### src/rtl/mf3_pkg.sv
// Shared types and constants for the 3x3 median filter.
package mf3_pkg;

    // Field widths
    localparam int PIX_W = 8;
    localparam int COL_W = 11;
    localparam int ROW_W = 16;
    localparam int LW_W  = 12;
    localparam int FH_W  = 16;

    // APB register file
    localparam int APB_AW = 3;
    localparam int APB_DW = 32;
    localparam logic REG_LINE_WIDTH   = 1'b0;
    localparam logic REG_FRAME_HEIGHT = 1'b1;

    // Reset values and limits
    localparam logic [LW_W-1:0] LINE_WIDTH_RST   = 12'd2048;
    localparam logic [FH_W-1:0] FRAME_HEIGHT_RST = 16'd3;
    localparam int MIN_DIM            = 3;
    localparam int MAX_LINE_WIDTH_DEF = 2048;

    // Configuration as seen by the datapath
    typedef struct packed {
        logic [LW_W-1:0] line_width;
        logic [FH_W-1:0] frame_height;
    } cfg_t;

    // One pixel beat after position tracking
    typedef struct packed {
        logic [PIX_W-1:0] px;
        logic [COL_W-1:0] col;
        logic [ROW_W-1:0] out_row;
        logic [COL_W-1:0] out_col;
        logic             has_result;
        logic             last;
    } item_t;

endpackage

### src/rtl/mf3_window.sv
// 3x3 window shift register and nine-input median network.
module mf3_window
    import mf3_pkg::*;
(
    input  logic             clk,
    input  logic             rst_n,
    input  logic             shift_en,
    input  logic [PIX_W-1:0] top,
    input  logic [PIX_W-1:0] mid,
    input  logic [PIX_W-1:0] bot,
    output logic [PIX_W-1:0] median
);

    logic [PIX_W-1:0] win_reg  [9];
    logic [PIX_W-1:0] win_next [9];

    function automatic logic [PIX_W-1:0] min8(input logic [PIX_W-1:0] a,
                                              input logic [PIX_W-1:0] b);
        return (a < b) ? a : b;
    endfunction

    function automatic logic [PIX_W-1:0] max8(input logic [PIX_W-1:0] a,
                                              input logic [PIX_W-1:0] b);
        return (a < b) ? b : a;
    endfunction

    // Window after this beat: each row moves left, new column on the right
    always_comb
    begin
        for (int r = 0; r < 3; r++)
        begin
            win_next[r*3+0] = win_reg[r*3+1];
            win_next[r*3+1] = win_reg[r*3+2];
        end
        win_next[2] = top;
        win_next[5] = mid;
        win_next[8] = bot;
    end

    always_ff @(posedge clk or negedge rst_n)
    begin
        if (!rst_n)
        begin
            for (int i = 0; i < 9; i++)
                win_reg[i] <= '0;
        end
        else if (shift_en)
        begin
            for (int i = 0; i < 9; i++)
                win_reg[i] <= win_next[i];
        end
    end

    // Nineteen compare-exchange median network; the centre slot ends as the median
    always_comb
    begin
        logic [PIX_W-1:0] p [9];
        logic [PIX_W-1:0] t;
        for (int i = 0; i < 9; i++)
            p[i] = win_next[i];
        t = p[1]; p[1] = min8(t, p[2]); p[2] = max8(t, p[2]);
        t = p[4]; p[4] = min8(t, p[5]); p[5] = max8(t, p[5]);
        t = p[7]; p[7] = min8(t, p[8]); p[8] = max8(t, p[8]);
        t = p[0]; p[0] = min8(t, p[1]); p[1] = max8(t, p[1]);
        t = p[3]; p[3] = min8(t, p[4]); p[4] = max8(t, p[4]);
        t = p[6]; p[6] = min8(t, p[7]); p[7] = max8(t, p[7]);
        t = p[1]; p[1] = min8(t, p[2]); p[2] = max8(t, p[2]);
        t = p[4]; p[4] = min8(t, p[5]); p[5] = max8(t, p[5]);
        t = p[7]; p[7] = min8(t, p[8]); p[8] = max8(t, p[8]);
        t = p[0]; p[0] = min8(t, p[3]); p[3] = max8(t, p[3]);
        t = p[5]; p[5] = min8(t, p[8]); p[8] = max8(t, p[8]);
        t = p[4]; p[4] = min8(t, p[7]); p[7] = max8(t, p[7]);
        t = p[3]; p[3] = min8(t, p[6]); p[6] = max8(t, p[6]);
        t = p[1]; p[1] = min8(t, p[4]); p[4] = max8(t, p[4]);
        t = p[2]; p[2] = min8(t, p[5]); p[5] = max8(t, p[5]);
        t = p[4]; p[4] = min8(t, p[7]); p[7] = max8(t, p[7]);
        t = p[4]; p[4] = min8(t, p[2]); p[2] = max8(t, p[2]);
        t = p[6]; p[6] = min8(t, p[4]); p[4] = max8(t, p[4]);
        t = p[4]; p[4] = min8(t, p[2]); p[2] = max8(t, p[2]);
        median = p[4];
    end

endmodule
### config.mk
export PLATFORM = sky130hd
export DESIGN_NAME = mf3_window
export DESIGN_NICKNAME = d
export VERILOG_FILES = /design/src/rtl/mf3_pkg.sv /design/src/rtl/mf3_window.sv
export SDC_FILE = /design/constraint.sdc
export NUM_CORES = 1
export LEC_CHECK = 0
export CAP_MARGIN = 40
export CORE_MARGIN = 2
export CORE_UTILIZATION = 55
export DETAILED_ROUTE_END_ITERATION = 8
export DONT_BUFFER_PORTS = 1
export HOLD_SLACK_MARGIN = 0.03
export PLACE_DENSITY = 0.7
export SETUP_SLACK_MARGIN = 0.3
export SYNTH_ARGS = -nofsm -noshare
export SYNTH_HDL_FRONTEND = slang
export SYNTH_SLANG_ARGS = --single-unit
### constraint.sdc
create_clock -name clk -period 20.4 [get_ports clk]
set_input_delay 2.04 -clock clk [delete_from_list [all_inputs] [get_ports clk]]
set_output_delay 2.04 -clock clk [all_outputs]
set_load 0.01 [all_outputs]
; ---- Word level (Yosys, flattened, before mapping)
; Index checks and enable logic that the tools add are counted.
; W data, S select, Z words.
[word_totals]
elab_cells = 55
register_bits = 48
[classes]
muxes = 30
magnitude_cmp = 19
[ops]
columns = operator, count
row1 = $mux W8, 30
row2 = $lt A8 B8 Y1, 19

; ---- Depth between registers and ports, before layout
[depth]
depth_word = 18
ltp_mapped = 87

; ---- Worst setup path before layout
; Ideal clock, no wire load.
[synth_path]
path_kind = input to output
startpoint = input mid[7]
endpoint = output median[0]
slack_ps = 1168
cell_stages = 78
required_time_ps = 18360
t_arrival_ps = 17192
path_cell_list = inv_1 ha_1 nand4_1 o31ai_4 buf_2 mux2i_1 ha_1 a21o_1 or3_1 a21o_1 buf_2 clkbuf_1 a21oi_1 inv_1 ha_1 a21o_1 a21oi_1 o21ai_0 [42 not listed] buf_2 mux2i_1 ha_1 a21o_1 a21o_1 a221oi_1 nand2_1 o31ai_4 mux2_2 inv_1 ha_1 a21oi_1 nor2b_1 o21ai_0 o21ai_0 a211o_1 buf_6 mux2_4
[synth_between]
elab_chain_len = 18
[synth_rtl]
columns = element, line
row1 = "start, declared", mf3_window.sv:9  ; input logic [PIX_W-1:0] mid,
row2 = $lt A8 B8 Y1, "mf3_window.sv:19, mf3_window.sv:24"
row3 = $mux W8, mf3_window.sv:19  ; return (a < b) ? a : b;
row4 = $lt A8 B8 Y1, "mf3_window.sv:19, mf3_window.sv:24"
row5 = $mux W8, mf3_window.sv:24  ; return (a < b) ? b : a;
row6 = $lt A8 B8 Y1, "mf3_window.sv:19, mf3_window.sv:24"
row7 = $mux W8, mf3_window.sv:19
row8 = $lt A8 B8 Y1, "mf3_window.sv:19, mf3_window.sv:24"
row9 = $mux W8, mf3_window.sv:19
row10 = [2 not listed], --
row11 = $lt A8 B8 Y1, --
row12 = $mux W8, mf3_window.sv:19
row13 = $lt A8 B8 Y1, "mf3_window.sv:19, mf3_window.sv:24"
row14 = $mux W8, mf3_window.sv:19
row15 = $lt A8 B8 Y1, mf3_window.sv:24
row16 = $mux W8, mf3_window.sv:24
row17 = $lt A8 B8 Y1, --
row18 = $mux W8 *, mf3_window.sv:19
row19 = "end, declared", mf3_window.sv:11  ; output logic [PIX_W-1:0] median
; Mark *: on every way between the ends. The rest lies on a longest branch, timed or not.

; ---- Final worst setup path
[layout_path]
startpoint = input bot[7]
endpoint = output median[0]
[layout_between]
elab_chain_len = 18
[layout_rtl]
columns = element, line
row1 = "start, declared", mf3_window.sv:10  ; input logic [PIX_W-1:0] bot,
row2 = $lt A8 B8 Y1, "mf3_window.sv:19, mf3_window.sv:24"
row3 = $mux W8, mf3_window.sv:19
row4 = $lt A8 B8 Y1, "mf3_window.sv:19, mf3_window.sv:24"
row5 = $mux W8, mf3_window.sv:24
row6 = $lt A8 B8 Y1, "mf3_window.sv:19, mf3_window.sv:24"
row7 = $mux W8, mf3_window.sv:19
row8 = $lt A8 B8 Y1, "mf3_window.sv:19, mf3_window.sv:24"
row9 = $mux W8, mf3_window.sv:19
row10 = [2 not listed], --
row11 = $lt A8 B8 Y1, --
row12 = $mux W8, mf3_window.sv:19
row13 = $lt A8 B8 Y1, "mf3_window.sv:19, mf3_window.sv:24"
row14 = $mux W8, mf3_window.sv:19
row15 = $lt A8 B8 Y1, mf3_window.sv:24
row16 = $mux W8, mf3_window.sv:24
row17 = $lt A8 B8 Y1, --
row18 = $mux W8 *, mf3_window.sv:19
; Marked as above.

==> flow_metrics.env <==
export IMPL_antenna_cells=0
export IMPL_maxCapViolations=0
export IMPL_die_y_um=128
export IMPL_nets=1219
export IMPL_avgSynthCellArea_um2=7.97
export IMPL_dieArea_um2=16300
export IMPL_crit_buf_inv=8
export IMPL_cts_root_buf="clkbuf_16"
export IMPL_cts_tree="built"
export IMPL_ys_top_cells_by_count="124 x ha_1, 111 x nor2_1, 105 x a21oi_1, 101 x mux2i_1, 94 x inv_1"
export IMPL_first_iter_violations=459
export IMPL_start_util_pct=55.9
export IMPL_synth_warning_count=0
export IMPL_skew_ps=2.27
export IMPL_async_flop_share_pct=100
export IMPL_synth_compound_area_share_pct=25.6
export IMPL_port_buffers=0
export IMPL_synth_top_family_by_area="compound AO/OA/AOI/OAI gates"
export IMPL_yosys_area_share_simple_pct=15.1
export IMPL_tightest_slew_ps=913
export IMPL_syn_cell_area_um2=8440
export IMPL_wl_per_cell_um=17.3
export IMPL_pre_cts_ws_ps=233
export IMPL_synth_area_leader_cell="ha_1"
export IMPL_coreArea_um2=15100
export IMPL_cp_common_cell="ha_1"
export IMPL_critical_path_top_delay_family="compound AO/OA/AOI/OAI gates"
export IMPL_clkTransAtPathRegs_ps=70
export IMPL_critPathArrivalTime_ps=16890
export IMPL_io_pins=35
export IMPL_grt_pass1_vias=7228
export IMPL_synthAdderAreaFrac_pct=18.5
export IMPL_synth_seq_cells=48
export IMPL_top_layer="met4"
export IMPL_rows=45
export IMPL_yosysUniqueCellTypes=76
export IMPL_numCtsBuffers=5
export IMPL_cp_slowest_cell="a211o_1"
export IMPL_relSlewSlack_pct=39.1
export IMPL_drive_above_1_share_pct=14.2
export IMPL_max_freq_mhz=52.8
export IMPL_antenna_found_initial=0
export IMPL_synth_edf_count=0
export IMPL_grt_usage_pct=26.9
export IMPL_yosys_area_share_xor_xnor_pct=0
export IMPL_routed_wl_um=21700
export IMPL_grt_ovfl_total=0
export IMPL_h_tree_depth=2
export IMPL_setup_tns_final_ps=0
export IMPL_finalCritPeriodShare_pct=92.8
export IMPL_grt_pass1_wl_um=35600
export IMPL_dp_hpwl_um=17500
export IMPL_required_ps=18360
export IMPL_clockBufferDepth=2
export IMPL_end_kind="output pin"
export IMPL_synth_area_leaders="ha_1 18%, dfrtp_1 14%, mux2i_1 12%"
export IMPL_place_congestion=0.918
export IMPL_fin_crit_ps=18930
export IMPL_layout_setup_ws_ps=1470
export IMPL_final_hold_viol_count=0
export IMPL_postRouteAntennaNets=0
export IMPL_synth_top_cell_area_share_pct=18.4
export IMPL_fillers=1373
export IMPL_slowest_delay_ps=430
export IMPL_grt_start_max_net_pins=52
export IMPL_crit_type="input port to output pin"
export IMPL_via_per_inst=6.15
export IMPL_status="complete, no violations"
export IMPL_wl_met2_um=9970
export IMPL_worstSkewPairLatency_ps=310
export IMPL_ys_seq_area_share_pct=14.2
export IMPL_ys_flop_type="dfrtp_1"
export IMPL_regArea_um2=1200
export IMPL_rsz0062_at_grt="no"
export IMPL_startpoint_type="input port"
export IMPL_areaGrowthSynthToFinish_pct=7.74
export IMPL_synth_cells=1058
export IMPL_firstDrtPassIters=7
export IMPL_die_w_um=128
export IMPL_vias=7732
export IMPL_synth_nets=1209
export IMPL_hold_class="flop to flop"
export IMPL_m1WireLength_um=10300
export IMPL_synth_most_common_cell="ha_1"
export IMPL_largest_reg_flops=48
export IMPL_multi_input_area_um2=6830
export IMPL_cts_sinks=48
export IMPL_synthMuxAreaShare_pct=20.4
export IMPL_drc_errors=0
export IMPL_slew_viol_final=0
export IMPL_finalSetupViolCount=0
export IMPL_wl_met3_um=1070
export IMPL_cp_max_fo=17
-- kinds of logic after synthesis --
| family | after synthesis |
|---|---|
| fa+ha+maj | 125 |
| buf+inv | 131 |
| compound gates | 319 |
| simple gates | 272 |
| mux | 163 |
| flops | 48 |
-- cells in the final DEF, fill, tap and decap left out, drive strengths merged, types with 24 or more instances in the layout --
cell type  instances
inv               94
a21oi            106
mux2              62
dfrtp             48
o21ai             69
mux2i            101
nor2             111
a21o              31
ha               124
buf               39
o21a              24
nand2             74
-- metrics by stage --
step,std cells,hold WS [ps],utilization [%],area (µm²)
after floorplan,1058,528,-,8440
after global placement,1232,549,57.5,8680
after detailed placement,1233,560,57.5,8680
after CTS,1241,577,58.7,8850
after global routing,1257,603,60.2,9090
final,1257,576,60.2,9090
-- worst reg2reg max path: cells and delay by family (launching register included) --
family / cells / cell delay, ps
flip-flops: 1 / 550
AO/OA/AOI/OAI: 1 / 180
buffers and inverters: 1 / 150
-- worst paths after layout --
path | slack (ps) | endpoint | startpoint | cells past startpoint
max in group asynchronous | 18890 | win_next[57]$_DFFE_PN0P_ | rst_n | 0
worst max register to register | 19450 | win_next[16]$_DFFE_PN0P_ | win_next[16]$_DFFE_PN0P_ | 2
worst max-delay path | 1470 | median[0] | bot[7] | 75
worst min register to register | 580 | win_next[43]$_DFFE_PN0P_ | win_next[43]$_DFFE_PN0P_ | 1
worst min-delay path | 580 | win_next[43]$_DFFE_PN0P_ | win_next[43]$_DFFE_PN0P_ | 1
min in group asynchronous | 1420 | win_next[33]$_DFFE_PN0P_ | rst_n | 0
-- final cells by class --
type                            count  area share (%)
Multi-Input combinational cell    880            75.1
Sequential cell                    48            13.2
Inverter                           94            3.88
Timing Repair Buffer               39            3.36
Tap cell                          188            2.59
Clock buffer                        5            1.38
Clock inverter                      3           0.468
-- metal layers --
metal | GRT usage [%] | vias to the layer above
li1 | - | 3927
met1 | 36.8 | 3604
met2 | 45.3 | 174
met3 | 3.51 | 27
met4 | 6.40 | 0
met5 | 0 | -
-- what timing repair did --
item                                    CTS  global route
endpoints found under the setup margin    8             8
gates cloned                              0             1
setup buffers                             0            15
pin swaps                                 0             6
gates resized for setup                   1            25
hold buffers                              0             0
Power is not shown: default switching activity piles up to over one toggle a cycle in this logic, so the estimate is an artifact.
