--- config.mk ---
export PLATFORM = sky130hd
export DESIGN_NAME = mf3_pos
export DESIGN_NICKNAME = d
export VERILOG_FILES = /design/src/rtl/mf3_pkg.sv /design/src/rtl/mf3_pos.sv
export SDC_FILE = /design/constraint.sdc
export NUM_CORES = 1
export LEC_CHECK = 0
export ABC_CLOCK_PERIOD_IN_PS = 24800
export BUFFER_PORTS_ARGS = -buffer_cell sky130_fd_sc_hd__buf_4
export CAP_MARGIN = 20
export CORE_MARGIN = 4
export CORE_UTILIZATION = 59
export DETAILED_ROUTE_END_ITERATION = 10
export HOLD_SLACK_MARGIN = 0.12
export MAX_ROUTING_LAYER = met4
export PLACE_DENSITY = 0.85
export SYNTH_ARGS = -nofsm -noshare
export SYNTH_HDL_FRONTEND = slang
export SYNTH_SLANG_ARGS = --single-unit
--- constraint.sdc ---
create_clock -name clk -period 24.8 [get_ports clk]
set_clock_uncertainty 0.1 [all_clocks]
set_input_delay 7.44 -clock clk [delete_from_list [all_inputs] [get_ports clk]]
set_output_delay 7.44 -clock clk [all_outputs]
set_load 0.02 [all_outputs]
--- src/rtl/mf3_pkg.sv ---
// Shared types and constants for the 3x3 median filter.
package mf3_pkg;

    // Field widths
    localparam int PIX_W = 8;
    localparam int COL_W = 11;
    localparam int ROW_W = 16;
    localparam int LW_W  = 12;
    localparam int FH_W  = 16;

    // APB register file
    localparam int APB_AW = 3;
    localparam int APB_DW = 32;
    localparam logic REG_LINE_WIDTH   = 1'b0;
    localparam logic REG_FRAME_HEIGHT = 1'b1;

    // Reset values and limits
    localparam logic [LW_W-1:0] LINE_WIDTH_RST   = 12'd2048;
    localparam logic [FH_W-1:0] FRAME_HEIGHT_RST = 16'd3;
    localparam int MIN_DIM            = 3;
    localparam int MAX_LINE_WIDTH_DEF = 2048;

    // Configuration as seen by the datapath
    typedef struct packed {
        logic [LW_W-1:0] line_width;
        logic [FH_W-1:0] frame_height;
    } cfg_t;

    // One pixel beat after position tracking
    typedef struct packed {
        logic [PIX_W-1:0] px;
        logic [COL_W-1:0] col;
        logic [ROW_W-1:0] out_row;
        logic [COL_W-1:0] out_col;
        logic             has_result;
        logic             last;
    } item_t;

endpackage

--- src/rtl/mf3_pos.sv ---
// Row and column tracking; decides whether a beat closes a full window.
module mf3_pos
    import mf3_pkg::*;
#(
    parameter int MAX_LINE_WIDTH = MAX_LINE_WIDTH_DEF
)
(
    input  logic             clk,
    input  logic             rst_n,
    input  cfg_t             cfg,
    input  logic             accept,
    input  logic [PIX_W-1:0] pixel_value,
    input  logic             frame_start,
    output item_t            item
);

    localparam logic [31:0] MAX_U = MAX_LINE_WIDTH;

    logic [COL_W-1:0] col_reg, col_next;
    logic [ROW_W-1:0] row_reg, row_next;
    logic [COL_W-1:0] col;
    logic [ROW_W-1:0] row;
    logic [LW_W-1:0]  w_eff;
    logic [FH_W-1:0]  h_eff;
    logic [LW_W-1:0]  w_last;
    logic [FH_W-1:0]  h_last;
    logic             end_of_line;

    // Clamp configuration to the usable range
    always_comb
    begin
        priority if (cfg.line_width < LW_W'(MIN_DIM))
            w_eff = LW_W'(MIN_DIM);
        else if ({{(32-LW_W){1'b0}}, cfg.line_width} > MAX_U)
            w_eff = MAX_U[LW_W-1:0];
        else
            w_eff = cfg.line_width;
        h_eff = (cfg.frame_height < FH_W'(MIN_DIM)) ? FH_W'(MIN_DIM) : cfg.frame_height;
    end

    assign w_last = w_eff - LW_W'(1);
    assign h_last = h_eff - FH_W'(1);

    // Position of the current beat; frame start restarts at the origin
    assign col = frame_start ? '0 : col_reg;
    assign row = frame_start ? '0 : row_reg;

    assign end_of_line = {1'b0, col} >= w_last;

    always_comb
    begin
        if (end_of_line)
        begin
            col_next = '0;
            row_next = (row >= h_last) ? '0 : row + ROW_W'(1);
        end
        else
        begin
            col_next = col + COL_W'(1);
            row_next = row;
        end
    end

    always_ff @(posedge clk or negedge rst_n)
    begin
        if (!rst_n)
        begin
            col_reg <= '0;
            row_reg <= '0;
        end
        else if (accept)
        begin
            col_reg <= col_next;
            row_reg <= row_next;
        end
    end

    // Beat descriptor; the result belongs to the centre pixel, one up and one left
    assign item.px         = pixel_value;
    assign item.col        = col;
    assign item.out_row    = row - ROW_W'(1);
    assign item.out_col    = col - COL_W'(1);
    assign item.has_result = (row >= ROW_W'(2)) && (col >= COL_W'(2));
    assign item.last       = (row == h_last) && ({1'b0, col} == w_last);

endmodule

Yosys cells after proc, flatten, opt, wreduce, memory -nomap -nowiden
Index checks and enable logic that the tools add are counted.

Add/sub/neg operators: 6. Order comparisons: 7. Eq/ne operators: 2. Muxes and demuxes: 8. Reduce and logical (&&, ||, !) cells: 2.

Operator list (number): $mux 16 (4); $sub 16x1->16 const B (2); $mux 12 (2); $mux 11 (2); $add 16x1->16 const B (1); $eq 16x16->1 (1); $ge 16x16->1 (1); $ge 16x2->1 const B (1); $lt 16x2->1 const B (1); $eq 11x12->1 (1); $ge 11x12->1 (1); $gt 12x12->1 const B (1); $lt 12x2->1 const B (1); $sub 12x1->12 const B (1); $add 11x1->11 const B (1); $ge 11x2->1 const B (1); $sub 11x1->11 const B (1); $logic_and 1x1->1 (2).

Register bits after elaboration: 27. Bits of input ports: 40. Output and inout port bits: 48. Logic and storage cells: 27.

Longest topological paths before layout
Gate-level depths: netlist of the first run.

Word-level depth: 6. Gate-level depth with buffers: 20. Depth with buffers taken out: 19.

Least setup slack after synthesis of the first run
OpenSTA, ideal clock, no wires.

Path kind: input-to-output. Start: in cfg[6] in the netlist's numbering. End: out item[0] in the netlist's numbering. Arrival time: 11.080 ns. Data required time: 17.260 ns. Setup slack: 6.180 ns. Stages: 16. Buffers on the path: 0. Cell sequence: or4_4 or3_1 or3_4 nor3_1 nor2_1 ha_1 nand2b_1 nor3_1 nand2b_1 nor2_1 xnor2_1 ha_1 nand4_1 nor3_1 nand4_1 nor4_1.

RTL lines: from (decl) (line mf3_pos.sv:10) `input cfg_t cfg,`; to (decl) (line mf3_pos.sv:14) `output item_t item`.

==> results of run 1 <==
## critical path: cells and delay by family
family	cells	cell delay, ps
buffers and inverters	2	320
xor gates and xnor gates	1	130
adders and majority gates	2	520
and+or+nand+nor	13	2900
## area by class of cell
| cell class | instances | area, um2 | area share [%] |
|---|---|---|---|
| Clock buffer | 3 | 41.3 | 1.04 |
| Clock inverter | 1 | 5.00 | 0.127 |
| Inverter | 23 | 86.3 | 2.18 |
| Multi-Input combinational cell | 381 | 2510 | 63.5 |
| Sequential cell | 27 | 676 | 17.1 |
| Tap cell | 72 | 90.1 | 2.28 |
| Timing Repair Buffer | 73 | 546 | 13.8 |
## kinds of logic (layout without fill, tap and decap cells)
logic type,Yosys count,in the layout,synth area share [%]
adders and majority gates,35,35,12.9
xor gates and xnor gates,40,40,10.3
DFF,27,27,19.9
muxes,3,3,0.882
and+or+nand+nor,209,209,31.4
buffers and inverters,50,100,6.43
AOI/OAI and AO/OA,94,94,18.3
## layout by cell type, fill, tap and decap left out, types with 7 or more instances in the layout
master,netlist,layout
nand3_1,19,19
nand2b_1,12,12
xor2_1,17,17
o21ai_0,25,25
nor3_1,28,28
a21oi_1,14,14
buf_4,8,72
and3_1,9,9
ha_1,35,35
xnor2_1,23,23
nand2_1,44,44
o211ai_1,7,7
nor2b_1,22,22
o31ai_1,8,8
nor2_1,42,42
or3_1,8,8
dfrtp_1,27,27
inv_1,23,23
## how the worst max path moves through the flow
stage	end	cells past startpoint	startpoint	slack, ps
floorplan	item[0]	16	cfg[6]	6180
global placement	item[0]	18	cfg[6]	5980
detailed placement	item[0]	18	cfg[6]	5910
CTS	item[0]	18	cfg[6]	5900
global route	item[0]	18	cfg[6]	5580
finish	item[0]	18	cfg[6]	5940
## metal layers
layer  vias to the layer above  track usage (%)  part of all wire (%)
met5                         -                -                     0
met4                         0             6.58                   1.3
met3                        13             1.28                   6.8
met2                       162             45.8                    48
met1                      1704             37.6                    44
li1                       1727                -                     -
## power by group through the flow
stage               sequential, mW  combinational (mW)  clock [mW]
floorplan                   0.0477              0.0398           0
global placement            0.0480              0.0610           0
detailed placement          0.0481              0.0627           0
CTS                         0.0472              0.0629      0.0257
global route                0.0476              0.0693      0.0275
finish                      0.0473              0.0630      0.0258
## through the flow
step           power [mW]  instance area, um2  setup WS (ps)
6_report            0.136                3950           5940
3_3_place_gp        0.109                3900           5980
5_1_grt             0.144                3950           5580
3_5_place_dp        0.111                3900           5910
2_1_floorplan      0.0875                3400           6180
4_1_cts             0.136                3950           5900
==> results.md, run 1 <==
- The required time of the critical path is 17260 ps.
- Yosys mapped a number of flops with a built-in enable equal to 0.
- The gate count after technology mapping is 458.
- Once the clock tree was built, the setup fixing pass inserted 0 buffers.
- The number of flip-flops under the largest register name is 16.
- Counting tap cells, the placed design contains a total of 575 instances.
- The clock tree from TritonCTS is done.
- The synthesized area per cell is 7.43 um2.
- After synthesis the cells add up to 0.00340 mm2.
- The repair_antennas step left the layout with diodes totalling 0.
- The worst pin sits at a relative slew slack of 54.5%.
- The via count of the first global-routing pass is 3450.
- Entering global routing, the biggest net connects 34 pins.
- At the end of the flow, the number of nets in the layout was 584.
- The number of maximum-capacitance constraint violations is 0.
- The run finished with clean final reports.
- The width of the die is 84.0 um.
- After detailed routing, the number of vias per cell comes to 6.22.
- The remaining global-route overflow is 0.
- The switching portion of total power is 39.0%.
- The floorplan die area is 0.00705 mm2.
- The number of different library cells used by synthesis comes to 55.
- The last weighted congestion value of the routability-driven placer is 0.941.
- The number of rows in the core area is 27.
- The detail route stage leaves a number of antenna-violating nets equal to 0.
- The maximum VDD drop is 0.0234 mV.
- The ratio of total power to cell area is 34.4 mW/mm2.
- The fraction of registers with async set or reset after synthesis is 100%.
- Cell internal power was estimated by the tool at 83.1 uW.
- The hold buffer count at cts is 0.
- The finished layout holds 580 standard cells, fillers aside.
- The clock latency at the later pin of the worst-skew pair is 280 ps.
- The maximum buffer depth of the clock tree is 2.
- The startpoint identified for the worst hold timing path is row_reg[14]$_DFFE_PN0P_.
- Ranked by total cell area, the synthesized netlist is headed by dfrtp_1 (20%), ha_1 (13%), xnor2_1 (5.9%).
- In the synthesized netlist the dominant register cell turns out to be dfrtp_1.
- Setup repair after global routing left no endpoint under its margin.
- The number of iterations in the first detailed-routing pass is 5.
- Counting instances in the post-synthesis netlist gives the leading cell types as nand2_1 (44), nor2_1 (42), ha_1 (35).
- The layout overhead on the synthesized area is 16.1%.
- On the final layout, the worst hold slack is 421 ps.
- For the worst flop-to-flop path, the logic depth is 9.
- The top cell type by total area after synthesis is dfrtp_1.
- The portion of total power attributed to the clock network is 18.9%.
- The most common cell in the synthesized netlist is nand2_1.
- The HPWL after detailed placement is 7410 um.
- Once the floorplan was initialized, standard cells occupied 61.4% of the core.
- 88 I/O pins were placed.
- The total count of max-transition violations in the final report came to 0.
- The number of sinks driven by the clock tree is 27.
- The routed design has 9500 um of wire.
- The CTS buffer count is 3.
- The synthesized design contains 27 register bits.
- The analysis attributes to cell leakage a power of 1.84 nW.
- In this run the clock root is driven by a clkbuf_8.
- The CTS clock-pin slew for the worst setup and hold paths is 90 ps.
- During synthesis, Yosys emitted a total of 0 warnings.
- The filler cells instantiated in the layout total 479.
- The achievable frequency is 53.0 MHz.
- The number of buffers inserted by port buffering is 71.
- The number of antenna violations at the first check in global routing came to 0.
- The class of the most critical hold timing path is register to register.
- Summing the sequential cell areas from Yosys gives 19.9% of the chip area.
- The height of the chip is 84.0 um.
- The worst-path cell with the longest stage delay is or4_4.
- The worst path arrival time is 11320 ps.
- Of the cells placed in the final design, the portion with a size suffix greater than 1 is 16.5%.
- Across every metal layer, demand over resource in global routing totals 27.8%.
- The initial DRC count is 561.
- The type of element capturing the critical path is an output port.
- The worst path uses 76.1% of the clock period.
- The final-report hold violation count was 0.
- Summed over its instances, the top area cell type makes up 19.9% of the synthesized netlist area.
- Walking the worst path, the cells encountered are buf_4, or4_4, or3_1, or3_4, nor3_1, nor2_1, ha_1, nand2b_1, nor3_1, nand2b_1, nor2_1, xnor2_1, ha_1, nand4_1, nor3_1, nand4_1, nor4_1, buf_4.
- The reg-to-reg critical path startpoint is col_reg[2]$_DFFE_PN0P_.
- For this run, the share of the core covered by cells in the final layout is 71.3%.
- The routed wire length per instance is 16.4 um.
- Counting stages on the worst path, the most repeated cell is nor3_1.
- The critical path start-end classification is input pin to output port.
- The area of the core is 0.00554 mm2.
- The relative contribution of combinational cells to total power is 46.3%.
- The worst hold endpoint is row_reg[14]$_DFFE_PN0P_.
- Along the worst hold path, the cell count comes to 2.
- The first-pass GRT wire length is 16200 um.
- Synthesis produced a netlist with a net count of 533.
- The endpoint identified for the worst register-to-register timing path is row_reg[12]$_DFFE_PN0P_.
- Summing over every cut layer, the via total after detailed routing is 3606.
- The number of gates given a new drive strength after cts is 0.
- The level count of the clock H-tree is 1.
- The setup check on the worst reg-to-reg path leaves a slack of 21610 ps.
- The final sum of negative setup slack is 0 ps.
- The final-report setup violation count is 0.
- For this run, design rule violations remaining after detail routing come to 0.
- The minimum clock period after layout is 18860 ps.
- The sequential group share of total power is 34.8%.
- At the pin with the least slew margin, the transition time is 677 ps.
- The maximum fanout along the worst path is 3.
- The net switching power is 53.0 uW.
- The largest stage delay on the critical path is 530 ps.
- The startpoint kind of the worst setup timing path is an input pin.
(Power assumes the default switching activity.)
==> inputs of run 2 (changes only) <==
==> config.mk (replaced) <==
export PLATFORM = sky130hd
export DESIGN_NAME = mf3_pos
export DESIGN_NICKNAME = d
export VERILOG_FILES = /design/src/rtl/mf3_pkg.sv /design/src/rtl/mf3_pos.sv
export SDC_FILE = /design/constraint.sdc
export NUM_CORES = 1
export LEC_CHECK = 0
export ABC_AREA = 1
export ABC_CLOCK_PERIOD_IN_PS = 16500
export BUFFER_PORTS_ARGS = -buffer_cell sky130_fd_sc_hd__buf_4
export CAP_MARGIN = 20
export CORE_MARGIN = 4
export CORE_UTILIZATION = 51
export DETAILED_ROUTE_END_ITERATION = 10
export HOLD_SLACK_MARGIN = 0.12
export MAX_ROUTING_LAYER = met4
export PLACE_DENSITY = 0.76
export SYNTH_ARGS = -nofsm -noshare
export SYNTH_HDL_FRONTEND = slang
export SYNTH_SLANG_ARGS = --single-unit
==> constraint.sdc (replaced) <==
create_clock -name clk -period 16.5 [get_ports clk]
set_clock_uncertainty 0.1 [all_clocks]
set_input_delay 4.95 -clock clk [delete_from_list [all_inputs] [get_ports clk]]
set_output_delay 4.95 -clock clk [all_outputs]
set_load 0.02 [all_outputs]
==> results.md, run 2 <==
- The maximum fanout along the worst path came to 4 (was 3).
- The number of sinks driven by the clock tree was 27 (unchanged).
- The startpoint kind of the worst setup timing path is an input pin (unchanged).
- Most numerous cell types in the synthesized netlist: nand2_1 (183), inv_1 (88), nor2_1 (64) (was nand2_1 (44), nor2_1 (42), ha_1 (35)).
- The Yosys warning count is 0 (unchanged).
- The final design instance area without fill is 0.00450 mm2 (was 0.00395 mm2).
- The post-synthesis register bit count is 27 (unchanged).
- The reg-to-reg critical path startpoint is col_reg[0]$_DFFE_PN0P_ (was col_reg[2]$_DFFE_PN0P_).
- The worst hold slack after final layout is 397 ps (was 421 ps).
- The number of non-filler instances in the completed layout was 772 (was 580).
- The post-detailed-routing wire length was 10200 um (was 9500 um).
- The remaining design rule violation count is 0 (unchanged).
- The multi-input logic area is 0.00276 mm2 (was 0.00251 mm2).
- The maximum buffer depth of the clock tree is 2 (unchanged).
- The met3 track utilization from global routing is 0.947% (was 1.28%).
- The critical path start-end classification is input pin to output port (unchanged).
- The met2 track utilization from global routing came to 39.3% (was 45.8%).
- The final sum of negative setup slack is 0 ps (unchanged).
- The number of flip-flops under the largest register name is 16 (unchanged).
- The area of the core is 0.00737 mm2 (was 0.00554 mm2).
- The leakage power figure is 2.51 nW (was 1.84 nW).
- The top cell type by total area after synthesis is nand2_1 (was dfrtp_1).
- The CTS clock-pin slew for the worst setup and hold paths was 100 ps (was 90 ps).
- The origin of the worst setup path is cfg[4] (was cfg[6]).
- The number of inserted diodes is 0 (unchanged).
- Derived from the worst setup path, the maximum achievable clock frequency is 76.8 MHz.
- The worst slew margin relative to its limit is 54.7% (was 54.5%).
- The number of iterations in the first detailed-routing pass is 6 (was 5).
- The most common library cell in the layout ignoring fill and taps is nand2_1 (was buf_4).
- The number of buffers inserted by port buffering was 71 (unchanged).
- The number of antenna violations at the first check in global routing came to 0 (unchanged).
- The fraction of final layout cells sized beyond drive strength 1 was 17.7% (was 16.5%).
- The clock tree from TritonCTS was done (unchanged).
- The remaining global-route overflow is 0 (unchanged).
- The total via count in the routed design is 4016 (was 3606).
- The cell area after synthesis is 0.00392 mm2 (was 0.00340 mm2).
- The clock latency at the later pin of the worst-skew pair was 270 ps (was 280 ps).
- The filler cell count in the final layout is 760 (was 479).
- The number of maximum-capacitance constraint violations is 0 (unchanged).
- The placement-stage cell area is 0.00445 mm2 (was 0.00390 mm2).
- The total count of max-transition violations in the final report is 0 (unchanged).
- The minimum clock period after layout is 13020 ps.
- Commonest cells after routing, fill and taps aside: nand2_1 (183), inv_1 (88), buf_4 (71) (was buf_4 (72), nand2_1 (44), nor2_1 (42)).
- The setup slack after placement was 3490 ps (was 5910 ps).
- The worst path arrival time came to 7970 ps (was 11320 ps).
- The class of the most critical hold timing path is register to register (unchanged).
- The type of element capturing the critical path is an output port (unchanged).
- The level count of the clock H-tree is 1 (unchanged).
- The initial DRC count is 242 (was 561).
- The floorplan die area came to 0.00916 mm2 (was 0.00705 mm2).
- The hold buffer count at cts was 0 (unchanged).
- The root buffer cell is clkbuf_8 (unchanged).
- The number of rows in the core area came to 31 (was 27).
- The CTS buffer count was 3 (unchanged).
- The global-route usage over all layers came to 23.5% (was 27.8%).
- The net total in the final layout was 749 (was 584).
- The first-pass GRT wire length is 17100 um (was 16200 um).
- The via count of the first global-routing pass is 3776 (was 3450).
- The global routing met1 resource utilization came to 31.9% (was 37.6%).
- The footprint of the flip-flops and latches is 676 um2 (unchanged).
- The gate count after technology mapping was 614 (was 458).
- The layout overhead on the synthesized area came to 14.7% (was 16.1%).
- The hold path startpoint is row_reg[13]$_DFFE_PN0P_ (was row_reg[14]$_DFFE_PN0P_).
- The worst-case register-to-register setup slack is 13330 ps (was 21610 ps).
- The width of the die is 95.7 um (was 84.0 um).
- The unique cell type count in the Yosys netlist is 42 (was 55).
- The net count after synthesis is 689 (was 533).
- Outcome: completed (unchanged).
- The number of gates given a new drive strength after cts is 0 (unchanged).
- Unrepaired setup endpoints after global routing: false (unchanged).
- The setup slack after layout is 3480 ps (was 5940 ps).
- The buffers inserted during post-CTS setup optimization is 0 (unchanged).
- The most used flip-flop cell after synthesis is dfrtp_1 (unchanged).
- The most common cell in the synthesized netlist is nand2_1 (unchanged).
- The top cell type's share of synthesized area was 17.5% (was 19.9%).
- The remaining number of nets flagged by the antenna check after routing came to 0 (unchanged).
- The number of top-level design ports is 88 (unchanged).
- The fraction of registers with async set or reset after synthesis is 100% (unchanged).
- The last weighted congestion value of the routability-driven placer was 0.891 (was 0.941).
- The busiest layer in global routing is met2 (unchanged).
- The final-report setup violation count came to 0 (unchanged).
- The number of flops mapped to enable cells by yosys is 0 (unchanged).
- The required time of the critical path is 11450 ps (was 17260 ps).
- The maximum VDD drop was 0.0253 mV (was 0.0234 mV).
- The synthesized area per cell is 6.39 um2 (was 7.43 um2).
- The height of the chip is 95.7 um (was 84.0 um).
- The initial cell density of the core is 53.2% (was 61.4%).
- The pin count of the biggest net entering global routing is 28 (was 34).
- The via density per instance was 5.20 (was 6.22).
- The number of placed cells counting well taps was 768 (was 575).
- The routed wire length per instance is 13.2 um (was 16.4 um).
- The final-report hold violation count was 0 (unchanged).
- The slew at the pin closest to its max-slew limit was 670 ps (was 677 ps).
- The fraction of the yosys area taken by sequential cells is 17.2% (was 19.9%).
- The final critical path takes up 78.9% of the cycle.
- Largest cells by area after synthesis: nand2_1 (18%), dfrtp_1 (17%), ha_1 (11%) (was dfrtp_1 (20%), ha_1 (13%), xnor2_1 (5.9%)).
- The utilization after layout is 61.1% (was 71.3%).
- The HPWL after detailed placement was 8420 um (was 7410 um).
- The ratio of total power to cell area is 40.4 mW/mm2 (was 34.4 mW/mm2).
- The total power consumption of the routed design is 182 uW (was 136 uW).
[run 2: cells by family (layout without fill, tap and decap cells)]
logic type	Yosys count	count (layout)	share of synthesized area (%)
AOI/OAI and AO/OA	43	43	6.67
xor gates and xnor gates	48	48	10.7
and+or+nand+nor	351	351	41.8
DFF	27	27	17.2
adders and majority gates	35	35	11.2
buffers and inverters	110	169	12.4
[run 2: power by group]
group          total (mW)  switching (mW)  internal [mW]
registers          0.0682        0.000857         0.0673
logic              0.0752          0.0462         0.0290
clock network      0.0385          0.0215         0.0169
[run 2: path summary, 6_finish.rpt]
check                                                to  cells past startpoint
min in group asynchronous       row_reg[11]$_DFFE_PN0P_                      1
max in group asynchronous        row_reg[3]$_DFFE_PN0P_                      1
worst min-delay path            row_reg[13]$_DFFE_PN0P_                      2
worst max-delay path                            item[0]                     19
worst min register to register  row_reg[13]$_DFFE_PN0P_                      2
worst max register to register   row_reg[2]$_DFFE_PN0P_                     15
[run 2: critical path, stage by stage]
cell,delay [ps]
buf_4,100
nor2_1,50
nand2_1,130
nor2_1,50
nand2_1,60
inv_1,50
nor2_1,200
ha_1,260
nand2_1,140
nor3_1,370
nand4_1,180
o21ai_0,190
inv_1,60
ha_1,270
nand2_1,60
nor2_1,170
nand2_1,120
nor4_1,340
buf_4,210
[run 2: area by class of cell]
cell class                      count  share of cell area (%)
Tap cell                           99                    2.75
Clock inverter                      1                   0.111
Multi-Input combinational cell    477                    61.3
Inverter                           94                    8.01
Sequential cell                    27                    15.0
Timing Repair Buffer               71                    11.8
Clock buffer                        3                   0.918
[run 2: metal layers]
layer  share of wire (%)  up-vias  wire length [um]
li1                    -     2063                 -
met5                   0        -                 0
met4                0.58        0                59
met1                  46     1855              4700
met3                 3.8        4               392
met2                  49       94              5050
