### src/rtl/mf3_pkg.sv
// Shared types and constants for the 3x3 median filter.
package mf3_pkg;

    // Field widths
    localparam int PIX_W = 8;
    localparam int COL_W = 11;
    localparam int ROW_W = 16;
    localparam int LW_W  = 12;
    localparam int FH_W  = 16;

    // APB register file
    localparam int APB_AW = 3;
    localparam int APB_DW = 32;
    localparam logic REG_LINE_WIDTH   = 1'b0;
    localparam logic REG_FRAME_HEIGHT = 1'b1;

    // Reset values and limits
    localparam logic [LW_W-1:0] LINE_WIDTH_RST   = 12'd2048;
    localparam logic [FH_W-1:0] FRAME_HEIGHT_RST = 16'd3;
    localparam int MIN_DIM            = 3;
    localparam int MAX_LINE_WIDTH_DEF = 2048;

    // Configuration as seen by the datapath
    typedef struct packed {
        logic [LW_W-1:0] line_width;
        logic [FH_W-1:0] frame_height;
    } cfg_t;

    // One pixel beat after position tracking
    typedef struct packed {
        logic [PIX_W-1:0] px;
        logic [COL_W-1:0] col;
        logic [ROW_W-1:0] out_row;
        logic [COL_W-1:0] out_col;
        logic             has_result;
        logic             last;
    } item_t;

endpackage

### src/rtl/mf3_regs.sv
// APB configuration registers: line width and frame height.
module mf3_regs
    import mf3_pkg::*;
(
    input  logic              clk,
    input  logic              rst_n,
    input  logic              psel,
    input  logic              penable,
    input  logic              pwrite,
    input  logic [APB_AW-1:0] paddr,
    input  logic [APB_DW-1:0] pwdata,
    output logic [APB_DW-1:0] prdata,
    output logic              pready,
    output cfg_t              cfg
);

    logic [LW_W-1:0] line_width_reg;
    logic [FH_W-1:0] frame_height_reg;
    logic            wr_en;

    // Register select on the word address bit
    assign wr_en  = psel && penable && pwrite;
    assign pready = 1'b1;

    always_ff @(posedge clk or negedge rst_n)
    begin
        if (!rst_n)
        begin
            line_width_reg   <= LINE_WIDTH_RST;
            frame_height_reg <= FRAME_HEIGHT_RST;
        end
        else if (wr_en)
        begin
            unique case (paddr[2])
                REG_LINE_WIDTH:   line_width_reg   <= pwdata[LW_W-1:0];
                REG_FRAME_HEIGHT: frame_height_reg <= pwdata[FH_W-1:0];
                default:          line_width_reg   <= line_width_reg;
            endcase
        end
    end

    // Read back
    always_comb
    begin
        unique case (paddr[2])
            REG_LINE_WIDTH:   prdata = {{(APB_DW-LW_W){1'b0}}, line_width_reg};
            REG_FRAME_HEIGHT: prdata = {{(APB_DW-FH_W){1'b0}}, frame_height_reg};
            default:          prdata = '0;
        endcase
    end

    assign cfg.line_width   = line_width_reg;
    assign cfg.frame_height = frame_height_reg;

endmodule

### config.mk
export PLATFORM = sky130hd
export DESIGN_NAME = mf3_regs
export DESIGN_NICKNAME = d
export VERILOG_FILES = /design/src/rtl/mf3_pkg.sv /design/src/rtl/mf3_regs.sv
export SDC_FILE = /design/constraint.sdc
export NUM_CORES = 1
export LEC_CHECK = 0
export BUFFER_PORTS_ARGS = -buffer_cell sky130_fd_sc_hd__clkbuf_2
export CORE_UTILIZATION = 44
export CTS_CLUSTER_SIZE = 20
export DETAILED_ROUTE_END_ITERATION = 10
export PLACE_DENSITY = 0.8
export SLEW_MARGIN = 10
export SYNTH_ARGS = -nofsm -noshare
export SYNTH_HDL_FRONTEND = slang
export SYNTH_SLANG_ARGS = --single-unit
### constraint.sdc
create_clock -name clk -period 1.83 [get_ports clk]
set_input_delay 0.0915 -clock clk [delete_from_list [all_inputs] [get_ports clk]]
set_output_delay 0.0915 -clock clk [all_outputs]
set_load 0.05 [all_outputs]
-- Word-level counts from Yosys, hierarchy flattened
Index checks and enable logic that the tools add are counted.
Widths: inputs -> output; s select.
- register bits after elaboration: 28
- latch bits: 0
- output and inout bits: 61
- RAM bits: 0
- memories kept: 0
- bits in read-only memories: 0
- input bits: 40
- word-level logic and storage cells: 8
- add/sub/neg operators: 0
- bitwise operators: 1
- equality and inequality tests: 0
- divide/modulo/power cells: 0
- $lt $le $gt $ge: 0
- mux-type cells: 1
- shift operators: 0
- multiply operators: 0
- reductions and logical operators: 4
- operator list (cell ; count):
    $pmux 32 s2 ; 1
    $reduce_and 2->1 ; 2
    $logic_and 1x1->1 ; 2
    $not 1->1 ; 1

-- Longest topological paths before layout
Gate-level depths: netlist of the first run.
- depth in word-level cells: 3
- depth in mapped cells: 4
- mapped depth without buffers: 2

-- Least setup slack after synthesis of the first run
No wires, ideal clock.
- path kind: register to output
- start point: register frame_height_reg[12]
- end point: output port prdata[12]
- cell stages (with the launch flop): 2
- path buffers: 0
- data required time: 1.738 ns
- data arrival time: 1.117 ns
- path slack: 0.621 ns
- cell sequence: dfrtp_1 and2_1
- cells in the longest elaborated chain, start to end: 1
- ends and longest elaborated chain (what ; RTL line ; source):
    start, declared ; mf3_regs.sv:18 ; logic [FH_W-1:0] frame_height_reg;
    start signal, assigned ; mf3_regs.sv:36 ; REG_FRAME_HEIGHT: frame_height_reg <= pwdata[FH_W-1:0];
    $pmux 32 s2 ; mf3_regs.sv:45 ; unique case (paddr[2])
    end, declared ; mf3_regs.sv:12 ; output logic [APB_DW-1:0] prdata,
No other way between the ends. The select of a mux whose other input is x is not followed.

-- Final worst setup path of the first run
- start point: register frame_height_reg[0]
- end point: output port prdata[0]
Same word-level chain as after synthesis.

==> results.json, run 1 <==
{
  "postCtsSetupRepairBufs": 0,
  "ys_warn_count": 0,
  "crit_arrival_ns": 1.29,
  "finalHoldViolCount": 0,
  "slew_violations": 0,
  "worst_r2r_path_depth": 1,
  "ctsRootBufferMaster": "clkbuf_4",
  "tightest_slew_ns": 0.686,
  "first_global_vias": 918,
  "grt_max_degree": 29,
  "post-route-period-util_pct": 75.5,
  "wire_per_inst_um": 13.7,
  "drt_iter0_drc": 13,
  "synth_cell_types": 11,
  "finalPower_mw": 2.58,
  "syn2layout_area_growth_pct": 28.8,
  "p_leak_nw": 1.04,
  "netlist_area_um2": 1470,
  "drive_above_1_share_pct": 66.9,
  "cp-start-kind": "register",
  "max_freq_mhz": 723,
  "dieHeight_um": 59.9,
  "yosysMostFrequentCell": "dfrtp_1",
  "synth_top_area_cell": "dfrtp_1",
  "wl_um": 2950,
  "wl_met3_um": 133,
  "largest_reg_flops": 16,
  "gp_congestion": 0.745,
  "finalCoreUtilization_pct": 61.2,
  "met1Wirelength_um": 1170,
  "synth-async-reset-ratio_pct": 100,
  "post_cts_resized": 0,
  "setup_viol": 0,
  "cpPeakStageDelay_ns": 0.57,
  "path_class": "register to output port",
  "path_clk_slew_ns": 0.14,
  "tritoncts": "done",
  "cp.required_ns": 1.74,
  "fp.dieArea_um2": 3590,
  "grt_antenna_before_repair": 0,
  "wl_met2_um": 1620,
  "cts_sinks": 28,
  "synth_compound_area_share_pct": 0,
  "cp_slowest_cell": "dfstp_2",
  "ios": 101,
  "route.detailed.drc": 0,
  "cts_hold_buf": 7,
  "status": "finished, final reports clean",
  "p_per_area_nw_per_um2": 1360,
  "relSlewSlack_pct": 54.3,
  "drv_cap": 0,
  "tns_ns": 0,
  "min_period_ns": 1.38,
  "rsz0062_at_grt": "false",
  "synth_cells": 97,
  "hold_class": "input pin to register",
  "synth-seq-area-share_pct": 47.8,
  "coreArea_um2": 3100,
  "insertion_delay_ns": 0.31,
  "num-fill-cells": 251,
  "h-tree-depth": 1,
  "via_per_inst": 4.63,
  "dp.cells": 201,
  "peakVddDrop_uv": 723,
  "fin_nets": 213,
  "crit_path_end_kind": "output port",
  "grt_overflow": 0,
  "fin_area_um2": 1900,
  "synth_top_area_share_pct": 42.4,
  "dpl.hpwl_um": 2080,
  "grt_first_pass_wirelength_um": 4290,
  "synthMuxAreaShare_pct": 35.7,
  "critPathMaxFanout": 3,
  "top_layer_used": "met4",
  "fin_cells": 216,
  "grt.total_usage_pct": 16.5,
  "avgSynthCellArea_um2": 15.2,
  "cts_buffers": 3,
  "crit_cells": 2,
  "synth_fa_ha_area_share_pct": 0,
  "ys_seq_elements": 28,
  "vias": 999,
  "synth-main-ff-cell": "dfrtp_1",
  "ant_nets": 0,
  "synth_edf_count": 0,
  "worst-r2r-setup-slack_ns": 1.03,
  "crit_family": "flip-flops",
  "synth_commonest_cells": "dfrtp_1, mux2_2, mux2_4",
  "holdPathStages": 2,
  "firstDrtPassIters": 4,
  "cts_buffer_depth": 2,
  "placed_cell_area_um2": 1750,
  "rows": 20,
  "synth.area.top_cells": "dfrtp_1, mux2_4, mux2_2",
  "initial_core_util_pct": 47.5,
  "critPathBufInv": 1,
  "synth-simple-area-share_pct": 4.75,
  "die_x_um": 59.9,
  "yosys.area_share.xor_xnor_pct": 0,
  "io_buffers": 65,
  "finalClockSkew_ns": 0,
  "synth_top_family_by_area": "multiplexers",
  "path_cells": "mux2_2 -> clkbuf_2",
  "diodes": 0
}
==> stage by stage <==
step	hold WS [ns]	setup WS [ns]
global placement	0.148	0.507
finish	0.0138	0.448
global route	0.000911	0.397
CTS	0.000137	0.432
floorplan	-0.204	0.621
detailed placement	0.163	0.436
==> where the power goes <==
group | internal, mW | switching, mW
logic | 0.384 | 1.03
clock network | 0.121 | 0.168
registers | 0.766 | 0.110
==> final timing paths <==
| kind | startpoint | end |
|---|---|---|
| max | frame_height_reg[0]$_DFFE_PN1P_ | prdata[0] |
| min | pwdata[11] | line_width_reg[11]$_DFFE_PN1P_ |
| max reg2reg | line_width_reg[3]$_DFFE_PN0P_ | line_width_reg[3]$_DFFE_PN0P_ |
| min reg2reg | frame_height_reg[7]$_DFFE_PN0P_ | frame_height_reg[7]$_DFFE_PN0P_ |
| max in group asynchronous | rst_n | line_width_reg[1]$_DFFE_PN0P_ |
| min in group asynchronous | rst_n | frame_height_reg[2]$_DFFE_PN0P_ |
==> layer usage <==
| metal | GRT usage [%] | vias up |
|---|---|---|
| met1 | 19.0 | 496 |
| met4 | 3.32 | 0 |
| met5 | 0 | - |
| met3 | 4.11 | 4 |
| li1 | - | 451 |
| met2 | 30.6 | 48 |
==> cells in the final DEF, fill, tap and decap left out <==
cell type / n
and2_1: 4
buf_4: 1
clkbuf_2: 65
clkbuf_4: 3
clkbuf_8: 1
conb_1: 17
dfrtp_1: 25
dfstp_2: 3
dlygate4sd3_1: 11
mux2_2: 20
mux2_4: 20
nand4_4: 1
nand4b_4: 1
==> cells by family (layout without fill, tap and decap cells) <==
group	count (synthesis)	count (layout)
mux	40	40
flops	28	28
buf+inv	21	81
simple gates	6	6
other cells	2	17
==> cell type report <==
cell class              count  area [um^2]  share of cell area (%)
repair buffers             77          443                    23.3
multi-input cells          63          659                    34.7
flip-flops and latches     28          704                    37.1
well taps                  44         55.1                    2.90
clock buffers               4         36.3                    1.91
Power figures use the tool's default switching activity.
==> run 2: changes to the inputs <==
--- a/config.mk
+++ b/config.mk
@@ -6,10 +6,10 @@
 export NUM_CORES = 1
 export LEC_CHECK = 0
 export BUFFER_PORTS_ARGS = -buffer_cell sky130_fd_sc_hd__clkbuf_2
-export CORE_UTILIZATION = 44
+export CORE_UTILIZATION = 41
 export CTS_CLUSTER_SIZE = 20
 export DETAILED_ROUTE_END_ITERATION = 10
-export PLACE_DENSITY = 0.8
+export PLACE_DENSITY = 0.75
 export SLEW_MARGIN = 10
 export SYNTH_ARGS = -nofsm -noshare
 export SYNTH_HDL_FRONTEND = slang
==> constraint.sdc (replaced) <==
create_clock -name clk -period 1.4 [get_ports clk]
set_input_delay 0.07 -clock clk [delete_from_list [all_inputs] [get_ports clk]]
set_output_delay 0.07 -clock clk [all_outputs]
set_load 0.05 [all_outputs]
==> run 2 against run 1 <==
Effect of this change: clock skew unchanged; non-clock buffer count increased by 7; sequential cell count unchanged; power increased by 37%; cell area increased by 4.9%; cell count increased by 4.2%; hold slack improved by 0.29 ns; sequential share of layout area decreased by 1.7 points; combinational power increased by 32%; register-to-register slack got worse by 0.43 ns; sequential power increased by 30%; largest power group unchanged.
==> results.json, run 2 (same netlist as run 1, synthesis figures left out) <==
{
  "rows": 21,
  "grt_antenna_before_repair": 0,
  "clkPwrFrac_pct": 14.6,
  "diodes": 0,
  "finalHoldWorstSlack_ns": 0.299,
  "hold_class": "input pin to asynchronous set/reset pin",
  "fp.dieArea_um2": 3840,
  "crit_arrival_ns": 1.27,
  "power.internal_mw": 1.82,
  "pre_cts_ws_ns": 0.173,
  "via_per_inst": 4.41,
  "peakVddDrop_uv": 897,
  "initial_core_util_pct": 43.5,
  "p_per_area_nw_per_um2": 1770,
  "tritoncts": "done",
  "min_period_ns": 1.34,
  "p_comb_share_pct": 53.1,
  "wl_um": 2940,
  "vias": 993,
  "ant_nets": 0,
  "fin_nets": 220,
  "wire_per_inst_um": 13.1,
  "coreArea_um2": 3390,
  "mostFrequentLayoutCells": "clkbuf_2, dfrtp_1, mux2_2, mux2_4",
  "switchingPower_mw": 1.72,
  "cpPeakStageDelay_ns": 0.43,
  "cts_sinks": 28,
  "ctsRootBufferMaster": "clkbuf_4",
  "firstDrtPassIters": 2,
  "path_clk_slew_ns": 0.15,
  "critPathBufInv": 1,
  "dieHeight_um": 62.0,
  "h-tree-depth": 1,
  "cp_slowest_cell": "dfrtp_1",
  "startpoint": "frame_height_reg[7]$_DFFE_PN0P_",
  "die_x_um": 62.0,
  "path_cells": "mux2_2 -> clkbuf_2",
  "syn2layout_area_growth_pct": 35.1,
  "tightest_slew_ns": 0.685,
  "grt_first_pass_wirelength_um": 4310,
  "first_global_vias": 939,
  "io_buffers": 65,
  "tns_ns": 0,
  "drive_above_1_share_pct": 64.8,
  "setup_slack_ns": 0.0558,
  "cp.required_ns": 1.33,
  "cp-start-kind": "register",
  "crit_path_end_kind": "output port",
  "drt_iter0_drc": 32,
  "ios": 101,
  "crit_family": "flip-flops",
  "status": "finished, final reports clean",
  "swShare_pct": 48.6,
  "path_class": "register to output port",
  "relSlewSlack_pct": 54.4,
  "grt_overflow": 0,
  "dpl.hpwl_um": 2100,
  "cts_buffer_depth": 2,
  "p_seq_share_pct": 32.3,
  "finalClockSkew_ns": 0,
  "route.detailed.drc": 0,
  "gp_congestion": 0.641,
  "finalHoldViolCount": 0,
  "finalPower_mw": 3.53,
  "grt_max_degree": 29,
  "layout_commonest_cell": "clkbuf_2",
  "cts_buffers": 3,
  "slew_violations": 0,
  "insertion_delay_ns": 0.32,
  "setup_viol": 0,
  "r2r_start": "frame_height_reg[5]$_DFFE_PN0P_",
  "post-route-period-util_pct": 96.0,
  "num-fill-cells": 275,
  "largest_reg_flops": 16,
  "critPathMaxFanout": 3,
  "grt.total_usage_pct": 15.6,
  "p_leak_nw": 1.07,
  "drv_cap": 0,
  "max_freq_mhz": 744
}
[run 2: cell count changes in the layout (fill, tap and decap cells not counted), sizes merged]
cell	change
dlygate4sd3	+6
buf	+2
clkbuf	-2
bufinv	+1
[run 2: path summary, 6_finish.rpt]
| check | endpoint | slack [ns] | cells after the start |
|---|---|---|---|
| setup / recovery | prdata[7] | 0.06 | 2 |
| hold / removal | line_width_reg[7]$_DFFE_PN0P_ | 0.30 | 2 |
| setup reg to reg | frame_height_reg[5]$_DFFE_PN0P_ | 0.60 | 1 |
| hold reg to reg | line_width_reg[6]$_DFFE_PN0P_ | 0.56 | 1 |
| max in group asynchronous | line_width_reg[5]$_DFFE_PN0P_ | 0.66 | 2 |
| min in group clk | line_width_reg[3]$_DFFE_PN0P_ | 0.36 | 3 |
[run 2: per-layer routing]
| metal | up-vias | routed length, um | share of wire [%] | global-route usage (%) |
|---|---|---|---|---|
| met1 | 477 | 1230 | 42 | 17.1 |
| met2 | 52 | 1560 | 53 | 30.7 |
| met4 | 0 | 0 | 0 | 2.86 |
| met3 | 0 | 153 | 5.2 | 3.11 |
| met5 | - | 0 | 0 | 0 |
| li1 | 464 | - | - | - |
[run 2: area by class of cell]
class | count | area [um^2] | share of cell area [%]
clock inverters | 1 | 30.0 | 1.51
well taps | 46 | 57.6 | 2.89
clock buffers | 3 | 22.5 | 1.13
flip-flops and latches | 28 | 704 | 35.4
multi-input cells | 63 | 659 | 33.1
repair buffers | 84 | 518 | 26.0
[run 2: what timing repair did]
item                                    in CTS  in global routing
endpoints found under the setup margin       0                  4
hold buffers                                16                  1
hold endpoints to repair                    51                  2
setup buffers                                0                  0
resized for setup                            0                  7
[run 2: metrics by stage]
stage          util [%]  cells  area (um^2)
2_1_floorplan         -    112         1530
3_3_place_gp       52.0    204         1760
3_5_place_dp       52.0    204         1760
4_1_cts            58.3    224         1970
5_1_grt            58.8    225         1990
6_report           58.8    225         1990
[run 2: power groups by stage]
stage          Sequential, mW  Combinational, mW  Clock (mW)
6_report                 1.14               1.88       0.515
5_1_grt                  1.17               1.97       0.583
4_1_cts                  1.14               1.87       0.537
3_5_place_dp             1.16               1.83           0
3_3_place_gp             1.14               1.82           0
2_1_floorplan            1.77              0.869           0
==> run 3: changes to the inputs <==
--- a/config.mk
+++ b/config.mk
@@ -9,8 +9,10 @@
 export CORE_UTILIZATION = 41
 export CTS_CLUSTER_SIZE = 20
 export DETAILED_ROUTE_END_ITERATION = 10
+export HOLD_SLACK_MARGIN = 0.12
 export PLACE_DENSITY = 0.75
 export SLEW_MARGIN = 10
 export SYNTH_ARGS = -nofsm -noshare
 export SYNTH_HDL_FRONTEND = slang
 export SYNTH_SLANG_ARGS = --single-unit
+export TNS_END_PERCENT = 50
==> constraint.sdc (replaced) <==
create_clock -name clk -period 1.4 [get_ports clk]
set_input_delay 0.07 -clock clk [delete_from_list [all_inputs] [get_ports clk]]
set_output_delay 0.07 -clock clk [all_outputs]
set_load 0.02 [all_outputs]
==> run 3 against run 2 <==
Effect of this change: fmax up 6.7%; non-clock buffer count unchanged; routed wire length up 4.3%; die area unchanged; sequential share of layout area up 0.43 points; hold slack better by 0.016 ns; cell count unchanged; sequential cell count unchanged; sequential power about the same; clock power down 26%; combinational power down 39%; critical path type unchanged; largest cell class unchanged; largest power group unchanged.
==> results.json, run 3 (same netlist as run 1, synthesis figures left out) <==
{
  "power.internal_mw": 1.68,
  "r2r_start": "frame_height_reg[5]$_DFFE_PN0P_",
  "via_per_inst": 4.50,
  "drive_above_1_share_pct": 64.8,
  "peakVddDrop_uv": 623,
  "slew_violations": 0,
  "path_clk_slew_ns": 0.15,
  "setup_viol": 0,
  "cts_buffers": 3,
  "largest_reg_flops": 16,
  "mostFrequentLayoutCells": "clkbuf_2, dfrtp_1, mux2_2, mux2_4",
  "tightest_slew_ns": 0.704,
  "fin_nets": 220,
  "crit_arrival_ns": 1.19,
  "grt_first_pass_wirelength_um": 4530,
  "hold_class": "input pin to asynchronous set/reset pin",
  "crit_path_end_kind": "output port",
  "rsz0062_at_grt": "false",
  "pre_cts_ws_ns": 0.225,
  "fp.dieArea_um2": 3840,
  "startpoint": "line_width_reg[11]$_DFFE_PN1P_",
  "grt_overflow": 0,
  "postCtsSetupRepairBufs": 0,
  "tritoncts": "done",
  "route.detailed.drc": 0,
  "worst_r2r_path_depth": 1,
  "clkPwrFrac_pct": 14.3,
  "drv_cap": 0,
  "path_class": "register to output port",
  "placed_cell_area_um2": 1760,
  "wire_per_inst_um": 13.7,
  "tns_ns": 0,
  "cp.required_ns": 1.33,
  "rows": 21,
  "wl_um": 3070,
  "min_period_ns": 1.26,
  "cts_sinks": 28,
  "finalHoldWorstSlack_ns": 0.315,
  "vias": 1012,
  "initial_core_util_pct": 43.5,
  "dieHeight_um": 62.0,
  "swShare_pct": 37.4,
  "grt.total_usage_pct": 16.3,
  "regArea_um2": 704,
  "ctsRootBufferMaster": "clkbuf_4",
  "p_seq_share_pct": 42.6,
  "finalPower_mw": 2.68,
  "relSlewSlack_pct": 53.1,
  "crit_path_end": "prdata[11]",
  "grt_max_degree": 29,
  "fin_area_um2": 1970,
  "first_global_vias": 1018,
  "num-fill-cells": 296,
  "cts_buffer_depth": 2,
  "max_freq_mhz": 794,
  "p_per_area_nw_per_um2": 1360,
  "gp_congestion": 0.664,
  "setup_slack_ns": 0.140,
  "grt_antenna_before_repair": 0,
  "regToRegEndpoint": "frame_height_reg[5]$_DFFE_PN0P_",
  "switchingPower_mw": 1.00,
  "multiInputGateArea_um2": 659,
  "h-tree-depth": 1,
  "syn2layout_area_growth_pct": 33.5,
  "ios": 101,
  "diodes": 0,
  "p_leak_nw": 1.07,
  "status": "finished, final reports clean",
  "layout_commonest_cell": "clkbuf_2",
  "coreArea_um2": 3390,
  "post-route-period-util_pct": 90.0,
  "insertion_delay_ns": 0.31,
  "p_comb_share_pct": 43.1,
  "drt_iter0_drc": 12,
  "io_buffers": 65,
  "dpl.hpwl_um": 2130,
  "finalClockSkew_ns": 0,
  "critPathMaxFanout": 3,
  "cp-start-kind": "register",
  "ant_nets": 0,
  "firstDrtPassIters": 3,
  "finalHoldViolCount": 0,
  "worst-r2r-setup-slack_ns": 0.60,
  "die_x_um": 62.0
}
[run 3: area by class of cell]
cell class	count	area share, %
Clock buffer	4	1.84
Multi-Input combinational cell	63	33.5
Sequential cell	28	35.8
Tap cell	46	2.92
Timing Repair Buffer	84	25.9
[run 3: power groups by stage]
stage / Sequential, mW / Combinational, mW / Clock, mW
after global placement: 1.14 / 1.11 / 0
after floorplan: 1.36 / 0.569 / 0
after CTS: 1.14 / 1.16 / 0.400
after global routing: 1.17 / 1.24 / 0.438
after detailed placement: 1.15 / 1.12 / 0
final: 1.14 / 1.15 / 0.383
[run 3: how the worst min path moves through the flow]
stage                     cells after the start  startpoint                               end  slack [ns]
final                                         2       rst_n   frame_height_reg[9]$_DFFE_PN0P_        0.31
after global routing                          2       rst_n   frame_height_reg[9]$_DFFE_PN0P_        0.36
after CTS                                     2       rst_n   frame_height_reg[9]$_DFFE_PN0P_        0.33
after detailed placement                      1       rst_n   frame_height_reg[7]$_DFFE_PN0P_        0.15
after global placement                        1       rst_n     line_width_reg[7]$_DFFE_PN0P_        0.12
after floorplan                               0       rst_n  frame_height_reg[10]$_DFFE_PN0P_       -0.23
[run 3: layer usage]
| metal | wire [um] | part of all wire [%] | global-route usage (%) | up-vias |
|---|---|---|---|---|
| met5 | 0 | 0 | 0 | - |
| met4 | 0 | 0 | 1.90 | 0 |
| met3 | 180 | 5.9 | 3.31 | 0 |
| met2 | 1580 | 52 | 33.0 | 52 |
| met1 | 1310 | 43 | 17.6 | 498 |
| li1 | - | - | - | 462 |
[run 3: critical path, stage by stage (launching register included)]
cell and delay, ns:
dfstp_2 0.57, mux2_2 0.15, clkbuf_2 0.16
[run 3: repair_timing]
item                                   in CTS  in global routing
hold buffers                               17                  0
gates resized for setup                     0                  0
setup endpoints to repair                   0                  0
endpoints found under the hold margin      53                  0
[run 3: per-stage QoR]
| stage | std cells | utilization [%] |
|---|---|---|
| global placement | 204 | 52.0 |
| global route | 225 | 58.1 |
| finish | 225 | 58.1 |
| detailed placement | 204 | 52.0 |
| floorplan | 112 | - |
| CTS | 225 | 58.1 |
